### src/design/tipd_pkg.sv
// Types, codes and constants of the two-item packet deframer.
package tipd_pkg;

    localparam int CapWidth     = 13;
    localparam int HeaderBytes  = 12;
    localparam int LenBytes     = 4;
    localparam int QDepth       = 3;
    localparam logic [CapWidth-1:0] MaxItemBytes = 13'd4096;
    localparam logic [CapWidth-1:0] CapReset     = 13'd4096;

    typedef enum logic [2:0] {
        PH_HEADER  = 3'd0,
        PH_ITEM1   = 3'd1,
        PH_LEN2    = 3'd2,
        PH_ITEM2   = 3'd3,
        PH_DONE    = 3'd4,
        PH_SWALLOW = 3'd5
    } t_phase;

    typedef enum logic [1:0] {
        KIND_ITEM1   = 2'd0,
        KIND_ITEM2   = 2'd1,
        KIND_SUMMARY = 2'd2
    } t_kind;

    localparam logic [2:0] ST_OK          = 3'd0;
    localparam logic [2:0] ST_SHORT       = 3'd1;
    localparam logic [2:0] ST_FIRST_LONG  = 3'd2;
    localparam logic [2:0] ST_SECOND_LONG = 3'd3;
    localparam logic [2:0] ST_COUNT_OVER  = 3'd4;
    localparam logic [2:0] ST_ZERO_CAP    = 3'd5;

    localparam logic CFG_FIRST_CAP  = 1'b0;
    localparam logic CFG_SECOND_CAP = 1'b1;

    typedef struct packed {
        t_kind                kind;
        logic [7:0]           data_byte;
        logic signed [31:0]   command;
        logic signed [31:0]   item_count;
        logic [CapWidth-1:0]  first_length;
        logic [CapWidth-1:0]  second_length;
        logic [2:0]           status;
        logic                 last_of_run;
    } t_result;

    function automatic logic [CapWidth-1:0] eff_cap(input logic [CapWidth-1:0] c);
        return (c > MaxItemBytes) ? MaxItemBytes : c;
    endfunction

    // signed count strictly above k (k non-negative)
    function automatic logic count_above(input logic [31:0] c, input logic [31:0] k);
        return !c[31] && (c > k);
    endfunction

endpackage

### src/design/tipd_byte_if.sv
// Input channel: one packet byte per request.
interface tipd_byte_if;
    logic       valid;
    logic       ready;
    logic [7:0] byte_value;
    logic       end_of_packet;

    modport source (output valid, output byte_value, output end_of_packet, input ready);
    modport sink (input valid, input byte_value, input end_of_packet, output ready);
endinterface

### src/design/tipd_result_if.sv
// Output channel: one data byte or packet summary per request.
interface tipd_result_if;
    logic               valid;
    logic               ready;
    logic [1:0]         kind;
    logic [7:0]         data_byte;
    logic signed [31:0] command;
    logic signed [31:0] item_count;
    logic [12:0]        first_length;
    logic [12:0]        second_length;
    logic [2:0]         status;
    logic               last_of_run;

    modport source (
        output valid, output kind, output data_byte, output command, output item_count,
        output first_length, output second_length, output status, output last_of_run,
        input ready
    );
    modport sink (
        input valid, input kind, input data_byte, input command, input item_count,
        input first_length, input second_length, input status, input last_of_run,
        output ready
    );
endinterface

### src/design/two_item_packet_deframer.sv
// Top level of the two-item packet deframer.
// One packet byte is accepted per cycle while ready, and its header/length/item state is
// updated in that same cycle; its results (at most a data byte and a summary) go into a
// three-entry result queue that drives the output channel one request per cycle while the
// sink is ready. Input ready is high while that queue holds at most one entry, so bytes
// flow at one per cycle as long as the sink keeps up; an end-flagged data byte produces
// two results (the byte and the summary) and holds the input while the queue drains.
module two_item_packet_deframer (
    input  logic          i_clk,
    input  logic          i_rst_n,
    input  logic          i_cfg_we,
    input  logic          i_cfg_index,
    input  logic [12:0]   i_cfg_data,
    tipd_byte_if.sink     i_byte,
    tipd_result_if.source o_result
);

    logic [12:0] r_cap1, r_cap2, cap1, cap2;

    tipd_pkg::t_phase r_phase, s_phase, n_phase;
    logic [12:0] r_cnt, s_cnt, n_cnt;
    logic [31:0] r_cmd, s_cmd, n_cmd;
    logic [31:0] r_count, s_count, n_count;
    logic [31:0] r_len, s_len, n_len;
    logic [12:0] r_len1, s_len1, n_len1;
    logic [12:0] r_len2, s_len2, n_len2;
    logic [2:0]  r_err, s_err, n_err;

    logic            accept, eop, emit_data, cmd_ok, cnt_ok, pop;
    logic [7:0]      b;
    logic [2:0]      sum_status;
    logic [1:0]      nw, base, r_qcnt, n_qcnt;
    tipd_pkg::t_kind data_kind;
    tipd_pkg::t_result w_data, w_sum, w0;
    tipd_pkg::t_result r_q [tipd_pkg::QDepth];
    tipd_pkg::t_result n_q [tipd_pkg::QDepth];

    assign b      = i_byte.byte_value;
    assign eop    = i_byte.end_of_packet;
    assign i_byte.ready = (r_qcnt <= 2'd1);
    assign accept = i_byte.valid && i_byte.ready;
    assign cap1   = tipd_pkg::eff_cap(r_cap1);
    assign cap2   = tipd_pkg::eff_cap(r_cap2);

    // per-byte state step
    always_comb begin
        s_phase   = r_phase;
        s_cnt     = r_cnt;
        s_cmd     = r_cmd;
        s_count   = r_count;
        s_len     = r_len;
        s_len1    = r_len1;
        s_len2    = r_len2;
        s_err     = r_err;
        emit_data = 1'b0;
        data_kind = tipd_pkg::KIND_ITEM1;
        case (r_phase)
            tipd_pkg::PH_HEADER: begin
                if (r_cnt == '0 && (cap1 == '0 || cap2 == '0)) begin
                    s_err   = tipd_pkg::ST_ZERO_CAP;
                    s_phase = tipd_pkg::PH_SWALLOW;
                end else begin
                    if (r_cnt < 13'd4) begin
                        s_cmd = {r_cmd[23:0], b};
                    end else if (r_cnt < 13'd8) begin
                        s_count = {r_count[23:0], b};
                    end else begin
                        s_len = {r_len[23:0], b};
                    end
                    s_cnt = r_cnt + 13'd1;
                    if (r_cnt == 13'(tipd_pkg::HeaderBytes - 1)) begin
                        s_cnt = '0;
                        if (!tipd_pkg::count_above(r_count, 32'd0)) begin
                            s_phase = tipd_pkg::PH_DONE;
                        end else if (s_len > {19'd0, cap1}) begin
                            s_err   = tipd_pkg::ST_FIRST_LONG;
                            s_phase = tipd_pkg::PH_SWALLOW;
                        end else if (s_len == '0) begin
                            s_len1  = '0;
                            s_phase = tipd_pkg::count_above(r_count, 32'd1) ?
                                      tipd_pkg::PH_LEN2 : tipd_pkg::PH_DONE;
                        end else begin
                            s_phase = tipd_pkg::PH_ITEM1;
                        end
                    end
                end
            end
            tipd_pkg::PH_ITEM1: begin
                emit_data = 1'b1;
                s_cnt     = r_cnt + 13'd1;
                if (s_cnt >= r_len[12:0]) begin
                    s_len1  = r_len[12:0];
                    s_cnt   = '0;
                    s_phase = tipd_pkg::count_above(r_count, 32'd1) ?
                              tipd_pkg::PH_LEN2 : tipd_pkg::PH_DONE;
                end
            end
            tipd_pkg::PH_LEN2: begin
                s_len = {r_len[23:0], b};
                s_cnt = r_cnt + 13'd1;
                if (r_cnt == 13'(tipd_pkg::LenBytes - 1)) begin
                    s_cnt = '0;
                    if (s_len > {19'd0, cap2}) begin
                        s_err   = tipd_pkg::ST_SECOND_LONG;
                        s_phase = tipd_pkg::PH_SWALLOW;
                    end else if (s_len == '0) begin
                        s_len2  = '0;
                        s_phase = tipd_pkg::PH_DONE;
                    end else begin
                        s_phase = tipd_pkg::PH_ITEM2;
                    end
                end
            end
            tipd_pkg::PH_ITEM2: begin
                emit_data = 1'b1;
                data_kind = tipd_pkg::KIND_ITEM2;
                s_cnt     = r_cnt + 13'd1;
                if (s_cnt >= r_len[12:0]) begin
                    s_len2  = r_len[12:0];
                    s_cnt   = '0;
                    s_phase = tipd_pkg::PH_DONE;
                end
            end
            default: begin
            end
        endcase
    end

    // end of packet clears the packet state for the next one
    always_comb begin
        if (eop) begin
            n_phase = tipd_pkg::PH_HEADER;
            n_cnt   = '0;
            n_cmd   = '0;
            n_count = '0;
            n_len   = '0;
            n_len1  = '0;
            n_len2  = '0;
            n_err   = '0;
        end else begin
            n_phase = s_phase;
            n_cnt   = s_cnt;
            n_cmd   = s_cmd;
            n_count = s_count;
            n_len   = s_len;
            n_len1  = s_len1;
            n_len2  = s_len2;
            n_err   = s_err;
        end
    end

    // results of this byte
    always_comb begin
        if (s_err != '0) begin
            sum_status = s_err;
        end else if (s_phase == tipd_pkg::PH_DONE) begin
            sum_status = tipd_pkg::count_above(s_count, 32'd2) ?
                         tipd_pkg::ST_COUNT_OVER : tipd_pkg::ST_OK;
        end else begin
            sum_status = tipd_pkg::ST_SHORT;
        end

        if (s_err == tipd_pkg::ST_ZERO_CAP) begin
            cmd_ok = 1'b0;
            cnt_ok = 1'b0;
        end else if (s_phase == tipd_pkg::PH_HEADER) begin
            cmd_ok = (s_cnt >= 13'd4);
            cnt_ok = (s_cnt >= 13'd8);
        end else begin
            cmd_ok = 1'b1;
            cnt_ok = 1'b1;
        end

        w_data             = '0;
        w_data.kind        = data_kind;
        w_data.data_byte   = b;
        w_data.last_of_run = !eop;

        w_sum               = '0;
        w_sum.kind          = tipd_pkg::KIND_SUMMARY;
        w_sum.command       = cmd_ok ? s_cmd : '0;
        w_sum.item_count    = cnt_ok ? s_count : '0;
        w_sum.first_length  = s_len1;
        w_sum.second_length = s_len2;
        w_sum.status        = sum_status;
        w_sum.last_of_run   = 1'b1;

        nw = {1'b0, emit_data} + {1'b0, eop};
        w0 = emit_data ? w_data : w_sum;
    end

    // result queue, head at entry 0
    always_comb begin
        pop    = (r_qcnt != '0) && o_result.ready;
        base   = r_qcnt - {1'b0, pop};
        n_qcnt = base + (accept ? nw : 2'd0);
        for (int i = 0; i < tipd_pkg::QDepth; i++) begin
            n_q[i] = pop ? r_q[(i < tipd_pkg::QDepth - 1) ? i + 1 : i] : r_q[i];
            if (accept && nw != '0 && 2'(i) == base) begin
                n_q[i] = w0;
            end
            if (accept && nw == 2'd2 && 2'(i) == base + 2'd1) begin
                n_q[i] = w_sum;
            end
        end
    end

    always_ff @(posedge i_clk) begin
        if (!i_rst_n) begin
            r_cap1  <= tipd_pkg::CapReset;
            r_cap2  <= tipd_pkg::CapReset;
            r_phase <= tipd_pkg::PH_HEADER;
            r_cnt   <= '0;
            r_cmd   <= '0;
            r_count <= '0;
            r_len   <= '0;
            r_len1  <= '0;
            r_len2  <= '0;
            r_err   <= '0;
            r_qcnt  <= '0;
        end else begin
            if (i_cfg_we) begin
                case (i_cfg_index)
                    tipd_pkg::CFG_FIRST_CAP:  r_cap1 <= i_cfg_data;
                    tipd_pkg::CFG_SECOND_CAP: r_cap2 <= i_cfg_data;
                    default: begin
                    end
                endcase
            end
            if (accept) begin
                r_phase <= n_phase;
                r_cnt   <= n_cnt;
                r_cmd   <= n_cmd;
                r_count <= n_count;
                r_len   <= n_len;
                r_len1  <= n_len1;
                r_len2  <= n_len2;
                r_err   <= n_err;
            end
            r_qcnt <= n_qcnt;
        end
    end

    always_ff @(posedge i_clk) begin
        r_q <= n_q;
    end

    assign o_result.valid         = (r_qcnt != '0);
    assign o_result.kind          = r_q[0].kind;
    assign o_result.data_byte     = r_q[0].data_byte;
    assign o_result.command       = r_q[0].command;
    assign o_result.item_count    = r_q[0].item_count;
    assign o_result.first_length  = r_q[0].first_length;
    assign o_result.second_length = r_q[0].second_length;
    assign o_result.status        = r_q[0].status;
    assign o_result.last_of_run   = r_q[0].last_of_run;

endmodule

### src/flat_wrapper.sv
// flat-port wrapper written by rule: the top's interface ports become plain ports
module two_item_packet_deframer_flat 
  (i_clk, i_rst_n, i_cfg_we, i_cfg_index, i_cfg_data, i_byte_valid, i_byte_byte_value, i_byte_end_of_packet, i_byte_ready, o_result_valid, o_result_kind, o_result_data_byte, o_result_command, o_result_item_count, o_result_first_length, o_result_second_length, o_result_status, o_result_last_of_run, o_result_ready);
  tipd_byte_if i_byte_i ();
  tipd_result_if o_result_i ();
  input  logic i_clk;
  input  logic i_rst_n;
  input  logic i_cfg_we;
  input  logic i_cfg_index;
  input  logic [12:0] i_cfg_data;
  input wire logic [$bits(i_byte_i.valid)-1:0] i_byte_valid;
  input wire logic [$bits(i_byte_i.byte_value)-1:0] i_byte_byte_value;
  input wire logic [$bits(i_byte_i.end_of_packet)-1:0] i_byte_end_of_packet;
  output wire logic [$bits(i_byte_i.ready)-1:0] i_byte_ready;
  output wire logic [$bits(o_result_i.valid)-1:0] o_result_valid;
  output wire logic [$bits(o_result_i.kind)-1:0] o_result_kind;
  output wire logic [$bits(o_result_i.data_byte)-1:0] o_result_data_byte;
  output wire logic [$bits(o_result_i.command)-1:0] o_result_command;
  output wire logic [$bits(o_result_i.item_count)-1:0] o_result_item_count;
  output wire logic [$bits(o_result_i.first_length)-1:0] o_result_first_length;
  output wire logic [$bits(o_result_i.second_length)-1:0] o_result_second_length;
  output wire logic [$bits(o_result_i.status)-1:0] o_result_status;
  output wire logic [$bits(o_result_i.last_of_run)-1:0] o_result_last_of_run;
  input wire logic [$bits(o_result_i.ready)-1:0] o_result_ready;
  assign i_byte_i.valid = i_byte_valid;
  assign i_byte_i.byte_value = i_byte_byte_value;
  assign i_byte_i.end_of_packet = i_byte_end_of_packet;
  assign i_byte_ready = i_byte_i.ready;
  assign o_result_valid = o_result_i.valid;
  assign o_result_kind = o_result_i.kind;
  assign o_result_data_byte = o_result_i.data_byte;
  assign o_result_command = o_result_i.command;
  assign o_result_item_count = o_result_i.item_count;
  assign o_result_first_length = o_result_i.first_length;
  assign o_result_second_length = o_result_i.second_length;
  assign o_result_status = o_result_i.status;
  assign o_result_last_of_run = o_result_i.last_of_run;
  assign o_result_i.ready = o_result_ready;
  two_item_packet_deframer u_core (.i_clk(i_clk), .i_rst_n(i_rst_n), .i_cfg_we(i_cfg_we), .i_cfg_index(i_cfg_index), .i_cfg_data(i_cfg_data), .i_byte(i_byte_i), .o_result(o_result_i));
endmodule
### config.mk
export PLATFORM = sky130hd
export DESIGN_NAME = two_item_packet_deframer_flat
export DESIGN_NICKNAME = d
export VERILOG_FILES = /design/src/design/tipd_pkg.sv /design/src/design/tipd_byte_if.sv /design/src/design/tipd_result_if.sv /design/src/design/two_item_packet_deframer.sv /design/src/flat_wrapper.sv
export SDC_FILE = /design/constraint.sdc
export NUM_CORES = 1
export LEC_CHECK = 0
export BUFFER_PORTS_ARGS = -buffer_cell sky130_fd_sc_hd__buf_2
export CAP_MARGIN = 5
export CORE_MARGIN = 2
export CORE_UTILIZATION = 66
export DETAILED_ROUTE_END_ITERATION = 10
export PLACE_DENSITY = 0.85
export SLEW_MARGIN = 20
export SYNTH_ARGS = -nofsm -noshare
export SYNTH_HDL_FRONTEND = slang
export SYNTH_SLANG_ARGS = --single-unit
export TNS_END_PERCENT = 5
### constraint.sdc
create_clock -name i_clk -period 14.7 [get_ports i_clk]
set_clock_uncertainty 0.15 [all_clocks]
set_input_delay 0.735 -clock i_clk [delete_from_list [all_inputs] [get_ports i_clk]]
set_output_delay 0.735 -clock i_clk [all_outputs]
set_load 0.01 [all_outputs]
==> results.sh <==
export IMPL_synth_most_common_cell="nand2_1"
export IMPL_drtPass1Iterations=6
export IMPL_synth_compound_area_share_pct=14.53
export IMPL_drt_total_wl_mm=52.66
export IMPL_finalCritPeriodShare_pct=39.01
export IMPL_crit_slowest_cell="nand3_1"
export IMPL_syn_inst=2252
export IMPL_hold_path_class="in2reg"
export IMPL_use_met1_pct=39.25
export IMPL_viasPerCell=6.207
export IMPL_synth_area_leaders="edfxtp_1 (37%), dfxtp_1 (18%), nand2_1 (6.6%), o21ai_0 (4.4%), a22oi_1 (4.3%)"
export IMPL_comb_power_share_pct=21.4
export IMPL_synthMuxAreaShare_pct=3.077
export IMPL_path_common_cell="o21ai_0"
export IMPL_cts_setup_buffers=0
export IMPL_use_met3_pct=4.545
export IMPL_insertion_delay_ps=560
export IMPL_p_sw_mw=1.176
export IMPL_end_kind="register"
export IMPL_grt_pass1_vias=16120
export IMPL_max_stage_delay_ps=780
export IMPL_hold_path_startpoint="i_cfg_data[7]"
export IMPL_grt_max_degree=96
export IMPL_fin_tns_setup_ps=0
export IMPL_r2r_end="u_core.r_q[141]$_DFFE_PP_"
export IMPL_fin_nets=2274
export IMPL_grt_overflow=0
export IMPL_internal_power_mw=2.803
export IMPL_post_route_min_period_ps=5735
export IMPL_drtAntennaViolNets=0
export IMPL_synth_fp_nets=2326
export IMPL_clk_path_buf_depth=3
export IMPL_power_density_nw_per_um2=165.6
export IMPL_cp_max_fo=32
export IMPL_grt_met2_usage_pct=49.35
export IMPL_synth_seq_cells=481
export IMPL_via_count=16670
export IMPL_grt_busiest_layer="met2"
export IMPL_criticalPathCategory="reg2reg"
export IMPL_layout_drive_gt1_share_pct=11.13
export IMPL_ctsHoldBuffers=0
export IMPL_yosys_area_share_xor_xnor_pct=0.5842
export IMPL_finalWorstSetupSlack_ps=8965
export IMPL_min_to="u_core.r_cap2[7]$_SDFFE_PN0P_"
export IMPL_nFillCells=2435
export IMPL_multi_input_area_um2=8605
export IMPL_critPathLaunchType="register"
export IMPL_synthFlopType="edfxtp_1"
export IMPL_async_flop_share_pct=0
export IMPL_grt_first_pass_wirelength_mm=83.83
export IMPL_gr_usage_all_layers_pct=29.25
export IMPL_sw_frac_of_total_pct=29.55
export IMPL_synthSimpleGateAreaFrac_pct=17.16
export IMPL_die_h_um=188.6
export IMPL_clk_pin_slew_worst_paths_ps=60
export IMPL_rsz0062_at_grt="no"
export IMPL_synth_common_cells="nand2_1 (397), edfxtp_1 (279), dfxtp_1 (202)"
export IMPL_holdPathStages=3
export IMPL_dp_hpwl_mm=33.41
export IMPL_synth_edf_count=279
export IMPL_cp_required_ps=14780
export IMPL_clockRootBuffer="clkbuf_16"
export IMPL_outcome="completed"
export IMPL_synth_cell_type_count=63
export IMPL_place_worst_setup_slack_ps=9037
export IMPL_antenna_found_initial=0
export IMPL_ff_latch_area_um2=12420
export IMPL_portBuffers=133
export IMPL_pwr_share_seq_pct=48.9
export IMPL_htreeDepth=2
export IMPL_cts_tree="done"
export IMPL_ios=134
export IMPL_drc=0
export IMPL_synth_top_family_by_area="simple AND/OR/NAND/NOR gates"
export IMPL_max_slew_margin_pct=26.73
export IMPL_worstPathArrival_ps=5820
export IMPL_synth_area_um2=22490
export IMPL_gp_congestion=0.9476
export IMPL_start_util_pct=67.06
export IMPL_hold_viol_final=0
export IMPL_p_clk_share_pct=29.7
export IMPL_reg2reg_from="u_core.r_cnt[8]$_SDFFE_PN0P_"
export IMPL_die_w_um=188.6
export IMPL_netlist_area_leader_share_pct=37.26
export IMPL_tightest_slew_ps=1096
export IMPL_synth_largest_area_cell="edfxtp_1"
export IMPL_wire_per_inst_um=19.61
export IMPL_synth_avg_cell_area_um2=9.986
export IMPL_fp_dieArea_um2=35560
export IMPL_finalSetupViolations=0
export IMPL_num_rows=67
export IMPL_ys_seq_area_share_pct=55.24
export IMPL_drt_iter0_markers=1851
export IMPL_clkSinkCount=481
export IMPL_diodes=0
export IMPL_cts_resized=0
export IMPL_drv_cap=0
export IMPL_clock_fmax_mhz=174.4
export IMPL_reg2reg_slack_ps=8960
export IMPL_ys_warn_count=0
export IMPL_p_leak_nw=8.965
export IMPL_worstPathCellList="nor4_4, nand4bb_2, o21ai_0, ha_1, and3_1, a22o_1, o21ai_0, a31oi_1, or2_4, o31ai_1, or4b_4, nand3b_4, nand3_1, o21ai_0"
export IMPL_area_growth_synth_to_final_pct=6.810
export IMPL_slew_viol_final=0
export IMPL_synthAdderAreaFrac_pct=2.559
export IMPL_cts_made_buffers=46
export IMPL_peakVddDrop_v=0.0001013
export IMPL_reg2reg_depth=14
export IMPL_core_um2=33530
[critical path, delay by kind of cell (launching register included)]
family	cells	cell delay [ps]
compound gates	6	1560
fa+ha+maj	1	290
flops	1	410
simple gates	7	2960
[flip-flops by register name, summed over array words and instances (netlist names), 32 cells and up]
signal and flops:
u_core.o_result.command 32, u_core.r_q 208, u_core.r_count 32, u_core.o_result.item_count 32
u_core.r_len 32, u_core.r_cmd 32
[stage by stage]
| step | instances | utilization (%) | power [mW] | area (um^2) | hold slack (ps) |
|---|---|---|---|---|---|
| 5_1_grt | 2686 | 71.63 | 4.156 | 24020 | 277.5 |
| 6_report | 2686 | 71.63 | 3.979 | 24020 | 282.6 |
| 3_5_place_dp | 2600 | 67.14 | 2.816 | 22510 | 292.7 |
| 2_1_floorplan | 2252 | - | 2.690 | 22490 | 272.7 |
| 3_3_place_gp | 2600 | 67.13 | 2.773 | 22510 | 285.2 |
| 4_1_cts | 2686 | 71.63 | 3.987 | 24020 | 267.1 |
[worst max-delay path by stage]
stage                            startpoint                                       end  slack, ps  cells past startpoint
2_1_floorplan                o_result_ready                 u_core.r_q[105]$_DFFE_PP_       9280                     11
3_3_place_gp                 o_result_ready                  u_core.r_q[50]$_DFFE_PP_       9220                     10
3_5_place_dp                 o_result_ready     u_core.o_result.command[12]$_DFFE_PP_       9040                     10
4_1_cts        u_core.r_cnt[8]$_SDFFE_PN0P_                 u_core.r_q[158]$_DFFE_PP_       9120                     14
5_1_grt        u_core.r_cnt[8]$_SDFFE_PN0P_  u_core.o_result.item_count[20]$_DFFE_PP_       8580                     14
6_report       u_core.r_cnt[8]$_SDFFE_PN0P_                 u_core.r_q[141]$_DFFE_PP_       8960                     14
[cells in the final DEF (no fill, tap or decap), types with 3 or more instances in the layout]
master,n
edfxtp_1,279
buf_2,133
inv_1,28
nor3_1,15
nand2_4,3
and2_1,9
a21oi_1,40
nor2_1,159
nor3_2,3
nand4_1,8
o21ai_0,196
o21a_1,4
a211oi_1,24
ha_1,46
or4_1,6
xnor2_1,12
clkbuf_16,48
a21boi_0,31
nand3_1,25
clkbuf_8,8
nand2b_1,6
o211ai_4,3
a31oi_1,9
o211ai_1,5
or2_2,3
nand2_1,394
a22oi_1,130
nor4_1,16
dfxtp_1,202
nor2b_1,123
and3_1,22
xor2_1,3
buf_4,21
or3_1,8
o21ai_1,61
mux2i_1,68
a21o_1,9
clkbuf_1,23
[per-layer routing]
metal | share of wire [%] | vias up
met1 | 42 | 8112
li1 | - | 7742
met5 | 0 | -
met2 | 49 | 704
met3 | 7.0 | 114
met4 | 2.7 | 0
[area by class of cell]
type | instances | area share (%)
sequential | 481 | 51.72
inverter | 28 | 0.4376
multi-input combinational | 1489 | 35.82
clock inverter | 7 | 0.4428
timing repair buffer | 154 | 3.428
tap | 448 | 2.334
clock buffer | 79 | 5.819
[logic make-up (layout without fill, tap and decap cells)]
group / Yosys count / count (layout)
AO/OA/AOI/OAI: 528 / 528
XOR/XNOR: 15 / 15
adder cells (fa/ha/maj): 46 / 46
buffers and inverters: 282 / 268
flip-flops: 481 / 481
multiplexers: 69 / 69
AND/OR/NAND/NOR: 831 / 831
[power groups by stage]
stage / clock, mW / sequential, mW / combinational (mW)
global route: 1.24 / 1.98 / 0.938
detailed placement: 0 / 1.97 / 0.843
floorplan: 0 / 1.96 / 0.734
finish: 1.18 / 1.95 / 0.850
global placement: 0 / 1.96 / 0.814
CTS: 1.19 / 1.95 / 0.850
Power figures use the tool's default switching activity.
